===== config.mk =====
export PLATFORM = sky130hd
export DESIGN_NAME = skfm_front
export DESIGN_NICKNAME = d
export VERILOG_FILES = /design/src/hdl/skfm_pkg.sv /design/src/hdl/skfm_front.sv
export SDC_FILE = /design/constraint.sdc
export NUM_CORES = 1
export LEC_CHECK = 0
export BUFFER_PORTS_ARGS = -buffer_cell sky130_fd_sc_hd__buf_4
export CORE_MARGIN = 2
export CORE_UTILIZATION = 22
export DETAILED_ROUTE_END_ITERATION = 10
export MAX_ROUTING_LAYER = met4
export PLACE_DENSITY = 0.8
export SLEW_MARGIN = 20
export SYNTH_ARGS = -nofsm -noshare
export SYNTH_HDL_FRONTEND = slang
export SYNTH_SLANG_ARGS = --single-unit
export TNS_END_PERCENT = 100

===== constraint.sdc =====
create_clock -name vclk -period 0.8
set_input_delay 0.08 -clock vclk [all_inputs]
set_output_delay 0.08 -clock vclk [all_outputs]
set_load 0.02 [all_outputs]

===== src/hdl/skfm_pkg.sv =====
// shared types and constants for the sorted key first match lookup block
`default_nettype none

package skfm_pkg;

    // field widths of the stream items
    localparam int OPCODE_W    = 2;
    localparam int INDEX_W     = 12;
    localparam int CODE_W      = 16;
    localparam int STATUS_W    = 3;
    localparam int COUNT_W     = 13;
    localparam int IN_TDATA_W  = 48;
    localparam int OUT_TDATA_W = 16;

    // positions and counts are carried wide enough for the largest table
    localparam int POS_W = 17;
    localparam int SUM_W = POS_W + 1;

    localparam int QUEUE_DEPTH = 2;

    localparam logic [CODE_W-1:0] NO_CODE = '1;

    localparam logic [OPCODE_W-1:0] OP_WRITE = 2'd0;
    localparam logic [OPCODE_W-1:0] OP_FIND  = 2'd1;
    localparam logic [OPCODE_W-1:0] OP_TOWN  = 2'd2;
    localparam logic [OPCODE_W-1:0] OP_NONE  = 2'd3;

    localparam logic [STATUS_W-1:0] ST_OK       = 3'd0;
    localparam logic [STATUS_W-1:0] ST_BAD_ID   = 3'd1;
    localparam logic [STATUS_W-1:0] ST_ABSENT   = 3'd2;
    localparam logic [STATUS_W-1:0] ST_RANGE    = 3'd3;
    localparam logic [STATUS_W-1:0] ST_MISMATCH = 3'd4;

    typedef enum logic [1:0] {
        K_WRITE = 2'd0,
        K_FIND  = 2'd1,
        K_TOWN  = 2'd2,
        K_IMMED = 2'd3
    } kind_t;

    typedef struct packed {
        kind_t                kind;
        logic [STATUS_W-1:0]  status;
        logic [INDEX_W-1:0]   idx;
        logic [CODE_W-1:0]    city;
        logic [CODE_W-1:0]    town;
    } item_t;

    typedef struct packed {
        logic  push;
        item_t item;
    } push_t;

endpackage

`default_nettype wire


===== src/hdl/skfm_front.sv =====
// front end: takes input beats and sorts them into work for the back end
`default_nettype none

module skfm_front #(
    parameter int TABLE_DEPTH = 4096
) (
    input  wire logic                               s_tvalid,
    output logic                                    s_tready,
    input  wire logic [skfm_pkg::OPCODE_W-1:0]      s_tuser,   // opcode
    input  wire logic [skfm_pkg::IN_TDATA_W-1:0]    s_tdata,   // entry_index, city_id, town_id
    input  wire logic                               q_full,
    output skfm_pkg::push_t                         q_push
);

    logic [skfm_pkg::INDEX_W-1:0] idx_c;
    logic [skfm_pkg::CODE_W-1:0]  city_c;
    logic [skfm_pkg::CODE_W-1:0]  town_c;
    logic                         idx_ok_c;
    skfm_pkg::item_t              item_c;

    assign idx_c  = s_tdata[skfm_pkg::INDEX_W-1:0];
    assign city_c = s_tdata[skfm_pkg::INDEX_W +: skfm_pkg::CODE_W];
    assign town_c = s_tdata[skfm_pkg::INDEX_W + skfm_pkg::CODE_W +: skfm_pkg::CODE_W];

    assign idx_ok_c = skfm_pkg::POS_W'(idx_c) < skfm_pkg::POS_W'(TABLE_DEPTH);

    always_comb begin
        item_c.idx    = idx_c;
        item_c.city   = city_c;
        item_c.town   = town_c;
        item_c.status = skfm_pkg::ST_OK;
        item_c.kind   = skfm_pkg::K_IMMED;
        unique case (s_tuser)
            skfm_pkg::OP_WRITE: begin
                if (idx_ok_c) begin
                    item_c.kind = skfm_pkg::K_WRITE;
                end else begin
                    item_c.status = skfm_pkg::ST_RANGE;
                end
            end
            skfm_pkg::OP_FIND: begin
                if (city_c == skfm_pkg::NO_CODE) begin
                    item_c.status = skfm_pkg::ST_BAD_ID;
                end else begin
                    item_c.kind = skfm_pkg::K_FIND;
                end
            end
            skfm_pkg::OP_TOWN: begin
                if (city_c == skfm_pkg::NO_CODE || town_c == skfm_pkg::NO_CODE) begin
                    item_c.status = skfm_pkg::ST_BAD_ID;
                end else begin
                    item_c.kind = skfm_pkg::K_TOWN;
                end
            end
            default: begin
                item_c.status = skfm_pkg::ST_BAD_ID;
            end
        endcase
    end

    assign s_tready    = !q_full;
    assign q_push.push = s_tvalid && !q_full;
    assign q_push.item = item_c;

endmodule

`default_nettype wire


==> results.cfg <==
[worst_setup_path]
crit_fanout = 3
endpoint_kind = output port
crit_path_start_kind = primary input
crit_start = s_tdata[20]
critical_path_class = primary input to output port
slowest_delay_ns = 0.33
cpMostUsedCell = buf_6
cp.required_ns = 0.72
crit_path_cell_trace = buf_6 > nand4_1 > nor4_4 > a21o_2 > o31a_2 > buf_6
cp_slowest_cell = nor4_4
worstPathArrival_ns = 1.04

[drt]
routed-via-count = 517
via_per_inst = 4.07
post-route-drc-count = 0
drtAntennaViolNets = 0
wl_per_cell_um = 11.4
dr.pass1.iters = 1
routed_wl_mm = 1.45
drtIter0Drc = 0

[finish]
num-fill-cells = 193
n_antenna_cell = 0
final_cell_mix = buf_4 (75), nand4_1 (8), buf_6 (7)
final_common_cell = buf_4
seq_cells = 0
fin_area_um2 = 807
synthToLayoutAreaGrowth_pct = 76.2
multi_input_area_um2 = 128
nets = 154
seq_area_um2 = 0
drive_gt1_share_pct = 86.0
clock_buffers = 0

[yosys]
seq_area_frac_synth_pct = 0
syn_inst = 63
synth_area_per_cell_um2 = 7.27
syn_area_um2 = 458
ys_types = 11
ys_warn_count = 0

[sta]
fmax_mhz = 895
fin_crit_sh_pct = 140
rsz0062_at_grt = true
setup_slack_ns = -0.318
final-hold-violation-count = 0
setup_viol = 3
fin_crit_ns = 1.12
finalSetupTns_ns = -0.877
slew_viol_final = 0

[place]
portBuffers = 73
placed_area_um2 = 766
routabilityCongestion = 0.670

[floorplanning]
rows = 16
io_pins = 103
fp.coreArea_um2 = 1960
die_y_um = 49.6
die_area_um2 = 2460
die_w_um = 49.6
start_util_pct = 23.3

[grt]
grt_start_max_net_pins = 4
grt_pass1_vias = 493
grt_usage_pct = 11.2
grt_overflow_total = 0
grt_pass1_wl_mm = 2.17
antenna_found_initial = 0

[status]
status = finished with violations
failed_checks = setup timing

[worst_hold_path]
hold_class = primary input to output port
hold_path_startpoint = s_tdata[0]

[pwr]
power_density_nw_per_um2 = 630
power_uw = 508
power.leakage_uw = 0.000448
irDropWorstVdd_v = 0.000262

[clock_network]
ctsHoldBuffers = 0

[job]
maxCapViolCount = 0
## final timing paths
check               endpoint  slack (ns)  depth (start not counted)
setup / recovery  q_push[44]       -0.32                          6
hold / removal    q_push[32]        0.16                          0
## kinds of logic after synthesis
logic type,count (synthesis),share of synthesized area [%]
buffers and inverters,47,76.2
AND/OR/NAND/NOR,12,17.8
AO/OA/AOI/OAI,3,5.19
other,1,0.819
## what timing repair did
item                                    in CTS  in global routing
endpoints found under the hold margin        0                  0
endpoints found under the setup margin       3                  3
pin swaps                                    2                  2
resized for setup                            7                  2
setup buffers                                0                  0
## critical path, delay by kind of cell
family / cells / cell delay [ns]
buf+inv: 2 / 0.18
compound gates: 2 / 0.32
simple gates: 2 / 0.46
## where the power goes
| group | switching [uW] | internal (uW) | leakage [uW] | total (uW) |
|---|---|---|---|---|
| Combinational | 232 | 276 | 0.000448 | 508 |
| Clock | 0 | 0 | 0 | 0 |
| Sequential | 0 | 0 | 0 | 0 |
## per-stage QoR
| step | cells | hold slack [ns] | setup WS [ns] | util (%) |
|---|---|---|---|---|
| finish | 127 | 0.160 | -0.318 | 41.1 |
| global route | 127 | 0.160 | -0.412 | 41.1 |
| CTS | 127 | 0.160 | -0.328 | 40.5 |
| detailed placement | 127 | 0.160 | -0.351 | 39.0 |
| global placement | 127 | 0.160 | -0.324 | 39.0 |
| floorplan | 64 | 0.237 | -0.234 | - |
## final cells by class
type | instances | area share [%]
well taps | 27 | 4.19
repair buffers | 82 | 79.5
inverters | 1 | 0.465
multi-input cells | 17 | 15.8
## synthesized netlist by cell type, drive strengths merged
cell | instances | area share (%)
buf | 46 | 75
nand4 | 8 | 11
nor4 | 2 | 4.1
a21o | 1 | 1.9
conb | 1 | 0.82
inv | 1 | 0.82
nand2b | 1 | 1.4
nor2b | 1 | 1.4
o21ai | 1 | 1.1
o31a | 1 | 2.2
## metal layers
layer | track usage [%] | share of wire (%) | vias to the layer above
met5 | - | 0 | -
met4 | 0.463 | 0.28 | 0
met3 | 1.21 | 16 | 2
met2 | 25.8 | 56 | 59
met1 | 9.52 | 27 | 217
li1 | - | - | 239
(Power assumes the default switching activity.)
