===== src/hdl/skfm_pkg.sv =====
// shared types and constants for the sorted key first match lookup block
`default_nettype none

package skfm_pkg;

    // field widths of the stream items
    localparam int OPCODE_W    = 2;
    localparam int INDEX_W     = 12;
    localparam int CODE_W      = 16;
    localparam int STATUS_W    = 3;
    localparam int COUNT_W     = 13;
    localparam int IN_TDATA_W  = 48;
    localparam int OUT_TDATA_W = 16;

    // positions and counts are carried wide enough for the largest table
    localparam int POS_W = 17;
    localparam int SUM_W = POS_W + 1;

    localparam int QUEUE_DEPTH = 2;

    localparam logic [CODE_W-1:0] NO_CODE = '1;

    localparam logic [OPCODE_W-1:0] OP_WRITE = 2'd0;
    localparam logic [OPCODE_W-1:0] OP_FIND  = 2'd1;
    localparam logic [OPCODE_W-1:0] OP_TOWN  = 2'd2;
    localparam logic [OPCODE_W-1:0] OP_NONE  = 2'd3;

    localparam logic [STATUS_W-1:0] ST_OK       = 3'd0;
    localparam logic [STATUS_W-1:0] ST_BAD_ID   = 3'd1;
    localparam logic [STATUS_W-1:0] ST_ABSENT   = 3'd2;
    localparam logic [STATUS_W-1:0] ST_RANGE    = 3'd3;
    localparam logic [STATUS_W-1:0] ST_MISMATCH = 3'd4;

    typedef enum logic [1:0] {
        K_WRITE = 2'd0,
        K_FIND  = 2'd1,
        K_TOWN  = 2'd2,
        K_IMMED = 2'd3
    } kind_t;

    typedef struct packed {
        kind_t                kind;
        logic [STATUS_W-1:0]  status;
        logic [INDEX_W-1:0]   idx;
        logic [CODE_W-1:0]    city;
        logic [CODE_W-1:0]    town;
    } item_t;

    typedef struct packed {
        logic  push;
        item_t item;
    } push_t;

endpackage

`default_nettype wire


===== src/hdl/skfm_queue.sv =====
// short fifo of classified work items between front and back end
`default_nettype none

module skfm_queue (
    input  wire logic               aclk,
    input  wire logic               aresetn,
    input  wire skfm_pkg::push_t    q_push,
    output logic                    q_full,
    output logic                    q_valid,
    output skfm_pkg::item_t         q_item,
    input  wire logic               q_pop
);

    localparam int PTR_W = $clog2(skfm_pkg::QUEUE_DEPTH);
    localparam int CNT_W = $clog2(skfm_pkg::QUEUE_DEPTH + 1);

    skfm_pkg::item_t   slot_reg [skfm_pkg::QUEUE_DEPTH];
    logic [PTR_W-1:0]  wr_ptr_reg, wr_ptr_next;
    logic [PTR_W-1:0]  rd_ptr_reg, rd_ptr_next;
    logic [CNT_W-1:0]  count_reg, count_next;
    logic              do_push, do_pop;

    assign q_full  = count_reg == CNT_W'(skfm_pkg::QUEUE_DEPTH);
    assign q_valid = count_reg != '0;
    assign q_item  = slot_reg[rd_ptr_reg];

    assign do_push = q_push.push && !q_full;
    assign do_pop  = q_pop && q_valid;

    always_comb begin
        wr_ptr_next = wr_ptr_reg;
        rd_ptr_next = rd_ptr_reg;
        count_next  = count_reg;
        if (do_push) begin
            wr_ptr_next = (wr_ptr_reg == PTR_W'(skfm_pkg::QUEUE_DEPTH - 1)) ? '0
                                                                           : wr_ptr_reg + 1'b1;
        end
        if (do_pop) begin
            rd_ptr_next = (rd_ptr_reg == PTR_W'(skfm_pkg::QUEUE_DEPTH - 1)) ? '0
                                                                           : rd_ptr_reg + 1'b1;
        end
        if (do_push && !do_pop) begin
            count_next = count_reg + 1'b1;
        end else if (do_pop && !do_push) begin
            count_next = count_reg - 1'b1;
        end
    end

    always_ff @(posedge aclk) begin
        if (!aresetn) begin
            wr_ptr_reg <= '0;
            rd_ptr_reg <= '0;
            count_reg  <= '0;
        end else begin
            wr_ptr_reg <= wr_ptr_next;
            rd_ptr_reg <= rd_ptr_next;
            count_reg  <= count_next;
        end
    end

    always_ff @(posedge aclk) begin
        if (do_push) begin
            slot_reg[wr_ptr_reg] <= q_push.item;
        end
    end

endmodule

`default_nettype wire


===== config.mk =====
export PLATFORM = sky130hd
export DESIGN_NAME = skfm_queue
export DESIGN_NICKNAME = d
export VERILOG_FILES = /design/src/hdl/skfm_pkg.sv /design/src/hdl/skfm_queue.sv
export SDC_FILE = /design/constraint.sdc
export NUM_CORES = 1
export LEC_CHECK = 0
export BUFFER_PORTS_ARGS = -buffer_cell sky130_fd_sc_hd__buf_2
export CAP_MARGIN = 20
export CORE_ASPECT_RATIO = 1.5
export CORE_MARGIN = 2
export CORE_UTILIZATION = 35
export CTS_CLUSTER_DIAMETER = 200
export DETAILED_ROUTE_END_ITERATION = 8
export PLACE_DENSITY_LB_ADDON = 0.1
export SYNTH_ARGS = -nofsm -noshare
export SYNTH_HDL_FRONTEND = slang
export SYNTH_SLANG_ARGS = --single-unit

===== constraint.sdc =====
create_clock -name aclk -period 3.77 [get_ports aclk]
set_clock_uncertainty 0.2 [all_clocks]
set_input_delay 0.5655 -clock aclk [delete_from_list [all_inputs] [get_ports aclk]]
set_output_delay 0.5655 -clock aclk [all_outputs]
set_load 0.005 [all_outputs]

==> results.toml <==
[worst_setup_path]
start_kind = "flip-flop"
crit_path_top_delay_cell = "sky130_fd_sc_hd__dfxtp_2"
worst_case_reg_to_reg_path_depth = 3
regToRegStartpoint = "count_reg[0]"
timing.critical_path.cells = "buf_12 > mux2_2 > buf_2"
reg2reg_to = "slot_reg[1][16]"
timing.critical_path.fanout_max = 26
timing_worst_setup_path_type = "flip-flop to primary output"
critPathArrivalTime_ns = 1.84
worst_path_largest_cell_delay_ns = 0.73
ff2ff_setup_slack_ns = 1.55
crit_required_ns = 3.00
crit_path_end_kind = "primary output"

[routing]
num_vias = 1956
drt-total-wl_um = 6796
via_to_cell_ratio = 4.456
detail_route.wl_per_cell_um = 15.48
detail_route.drc_violations = 0
detailedRoute.firstPassIterationCount = 4
ant_nets_after_route = 0
detailedRoute.firstIterationViolations = 71

[sta]
timing.setup.tns_ns = 0
setup_viols_final = 0
slew-limit-headroom_pct = 38.66
worst_slack_ns = 1.167
worst-slew-pin-transition_ns = 0.9200
finalWorstPathRequiredPeriod_ns = 2.603
finalCritPeriodShare_pct = 69.06
grt_setup_unrepaired = "no"
maxSlewViolCount = 0
fmax_mhz = 384.1
hold_viol = 0

[worst_hold_path]
min_path_type = "input pin to flip-flop"
hp-start = "q_push[21]"
hold-path-endpoint = "slot_reg[1][21]"
whs_path_depth = 1

[status]
run_status = "finished clean"

[clock_tree]
post-cts-setup-buffer-count = 0
cts_hold_buffers = 0
clock_edge_transition_at_the_registers_on_the_reported_setup_and_hold_paths_ns = 0.07
numCtsBuffers = 9
cts_tree = "done"
cts_max_level = 3
cts_repair_resize_count = 0
clock_path_buffers = 2
cts.sink_count = 103
ctsRootBufferMaster = "sky130_fd_sc_hd__clkbuf_16"
worst_skew_pair.late_latency_ns = 0.34

[yosys]
count_of_distinct_cell_types_in_the_synthesized_netlist = 24
syn-mean-instance-area_um2 = 21.27
ys_seq_area_share_pct = 80.82
number_of_flops_mapped_to_enable_cells_by_yosys = 98
synth_cells = 177
synth_flop_cell = "sky130_fd_sc_hd__edfxtp_1"
synth_area_mm2 = 0.003765
largest_cells_by_area_after_synthesis = "sky130_fd_sc_hd__edfxtp_1 (78%), sky130_fd_sc_hd__mux2_2 (12%), sky130_fd_sc_hd__mux2_1 (3.0%), sky130_fd_sc_hd__dfxtp_1 (2.7%), sky130_fd_sc_hd__and2_1 (0.50%)"
ys_async_sr_fraction_pct = 0
yosys_warnings = 0
synth_top_area_share_pct = 78.17
mappedNetlistNets = 231
synth.most_common_cell = "sky130_fd_sc_hd__edfxtp_1"
ys_ff_latch = 103
post-synth-top-area-cell = "sky130_fd_sc_hd__edfxtp_1"
synthTopCellsByCount = "sky130_fd_sc_hd__edfxtp_1 (98), sky130_fd_sc_hd__mux2_2 (39), sky130_fd_sc_hd__mux2_1 (10)"

[final_layout]
largest_register_ff_count = 98
num_antenna_cells = 0
post_route_cells_drive_above_1_share_pct = 56.61
number_of_nets_in_the_layout = 344
syn_to_final_growth_pct = 28.08

[job]
drv_cap = 0

[placed_design]
dp.final_hpwl_um = 4515
gpl.final_weighted_congestion = 0.7079
place_worst_setup_slack_ns = 1.436
io_buffers = 103

[grt]
pin_count_of_the_biggest_net_entering_global_routing = 38
grt.overflow.total = 0
grt.total_usage_pct = 12.16
grt_first_pass_wirelength_um = 10100
first_global_vias = 1961
antenna_found_initial = 0

[die]
die_w_um = 88.68
initial_core_util_pct = 35.74
fp-row-count = 46
die_area_mm2 = 0.01162
io_pins = 104
die_y_um = 131.0
fp.coreArea_mm2 = 0.01053

[pwr]
ir_drop_worst_vdd_v = 0.0003325
p_leak_uw = 0.001793
powerDensity_mw_per_mm2 = 663.9
## where the power goes
part / leakage [uW] / total (uW) / internal [uW] / switching, uW
combinational: 0.000681 / 689 / 373 / 316
clock: 0.000155 / 995 / 603 / 393
sequential: 0.000957 / 1520 / 1440 / 77.4
total: 0.00179 / 3200 / 2420 / 786
## worst max-delay path: cells and delay by family (launching register included)
| family | cells | cell delay (ns) |
|---|---|---|
| multiplexers | 1 | 0.36 |
| flip-flops | 1 | 0.73 |
| buffers and inverters | 2 | 0.40 |
## per-layer routing
layer / up-vias / track usage [%] / routed length (um)
met5: - / 0 / 0
met4: 0 / 6.684 / 143
met3: 11 / 4.711 / 535
met2: 66 / 20.37 / 3568
met1: 957 / 12.99 / 2549
li1: 922 / - / -
## logic make-up (layout without fill, tap and decap cells)
group	count (synthesis)	in the layout	share of synthesized area, %
and+or+nand+nor	9	9	1.529
muxes	49	49	14.66
buffers and inverters	7	125	1.096
xor gates and xnor gates	3	3	0.6980
adders and majority gates	1	1	0.3323
DFF	103	103	80.82
AOI/OAI and AO/OA	5	5	0.8640
## placed cells by master, fill, tap and decap left out
| cell type | Yosys | routed |
|---|---|---|
| sky130_fd_sc_hd__dfxtp_1 | 5 | 4 |
| sky130_fd_sc_hd__xnor2_1 | 2 | 2 |
| sky130_fd_sc_hd__inv_1 | 1 | 1 |
| sky130_fd_sc_hd__dfxtp_2 | 0 | 1 |
| sky130_fd_sc_hd__mux2_1 | 10 | 10 |
| sky130_fd_sc_hd__nand2b_1 | 1 | 1 |
| sky130_fd_sc_hd__bufinv_16 | 0 | 2 |
| sky130_fd_sc_hd__buf_4 | 1 | 2 |
| sky130_fd_sc_hd__ha_1 | 1 | 1 |
| sky130_fd_sc_hd__and3_2 | 0 | 1 |
| sky130_fd_sc_hd__nor3_4 | 0 | 1 |
| sky130_fd_sc_hd__or3_1 | 1 | 1 |
| sky130_fd_sc_hd__inv_2 | 1 | 1 |
| sky130_fd_sc_hd__edfxtp_1 | 98 | 98 |
| sky130_fd_sc_hd__inv_6 | 0 | 1 |
| sky130_fd_sc_hd__clkinvlp_4 | 0 | 2 |
| sky130_fd_sc_hd__buf_2 | 3 | 103 |
| sky130_fd_sc_hd__buf_12 | 0 | 2 |
| sky130_fd_sc_hd__o21ai_1 | 1 | 1 |
| sky130_fd_sc_hd__o21ai_0 | 1 | 1 |
| sky130_fd_sc_hd__a21boi_0 | 1 | 1 |
| sky130_fd_sc_hd__a21boi_1 | 1 | 1 |
| sky130_fd_sc_hd__nor2_1 | 1 | 1 |
| sky130_fd_sc_hd__clkbuf_8 | 0 | 1 |
| sky130_fd_sc_hd__o21a_1 | 1 | 1 |
| sky130_fd_sc_hd__clkinv_4 | 0 | 1 |
| sky130_fd_sc_hd__clkbuf_16 | 0 | 9 |
| sky130_fd_sc_hd__xor2_1 | 1 | 1 |
| sky130_fd_sc_hd__and2_1 | 3 | 3 |
| sky130_fd_sc_hd__or2_2 | 1 | 1 |
| sky130_fd_sc_hd__mux2_2 | 39 | 39 |
## how the worst max path moves through the flow
| stage | from | endpoint | slack (ns) | cells past startpoint |
|---|---|---|---|---|
| 3_3_place_gp | q_push[49] | slot_reg[1][25] | 1.44 | 3 |
| 3_5_place_dp | q_push[49] | slot_reg[1][25] | 1.44 | 3 |
| 2_1_floorplan | q_push[49] | slot_reg[0][0] | 0.54 | 2 |
| 6_report | flip-flop | q_item[8] | 1.17 | 3 |
| 4_1_cts | flip-flop | q_item[16] | 1.10 | 3 |
| 5_1_grt | flip-flop | q_item[20] | 1.04 | 3 |
## area by class of cell
type                            count  area [um^2]
Fill cell                         940         5710
Clock inverter                      6        92.59
Tap cell                          144        180.2
Clock buffer                       10        239.0
Multi-Input combinational cell     67        688.2
Timing Repair Buffer              107        570.5
Sequential cell                   103         3044
Inverter                            2        7.507
## stage by stage
stage	cells	power, uW	util (%)	cell area (um^2)	hold WS [ns]
floorplan	177	1935	-	3765	0.2785
global placement	423	2253	42.63	4491	0.3066
detailed placement	423	2258	42.63	4491	0.3189
CTS	439	3263	45.78	4822	0.1978
global route	439	3376	45.78	4822	0.1925
finish	439	3201	45.78	4822	0.2101
No activity file was read; power rests on OpenSTA's default activity.
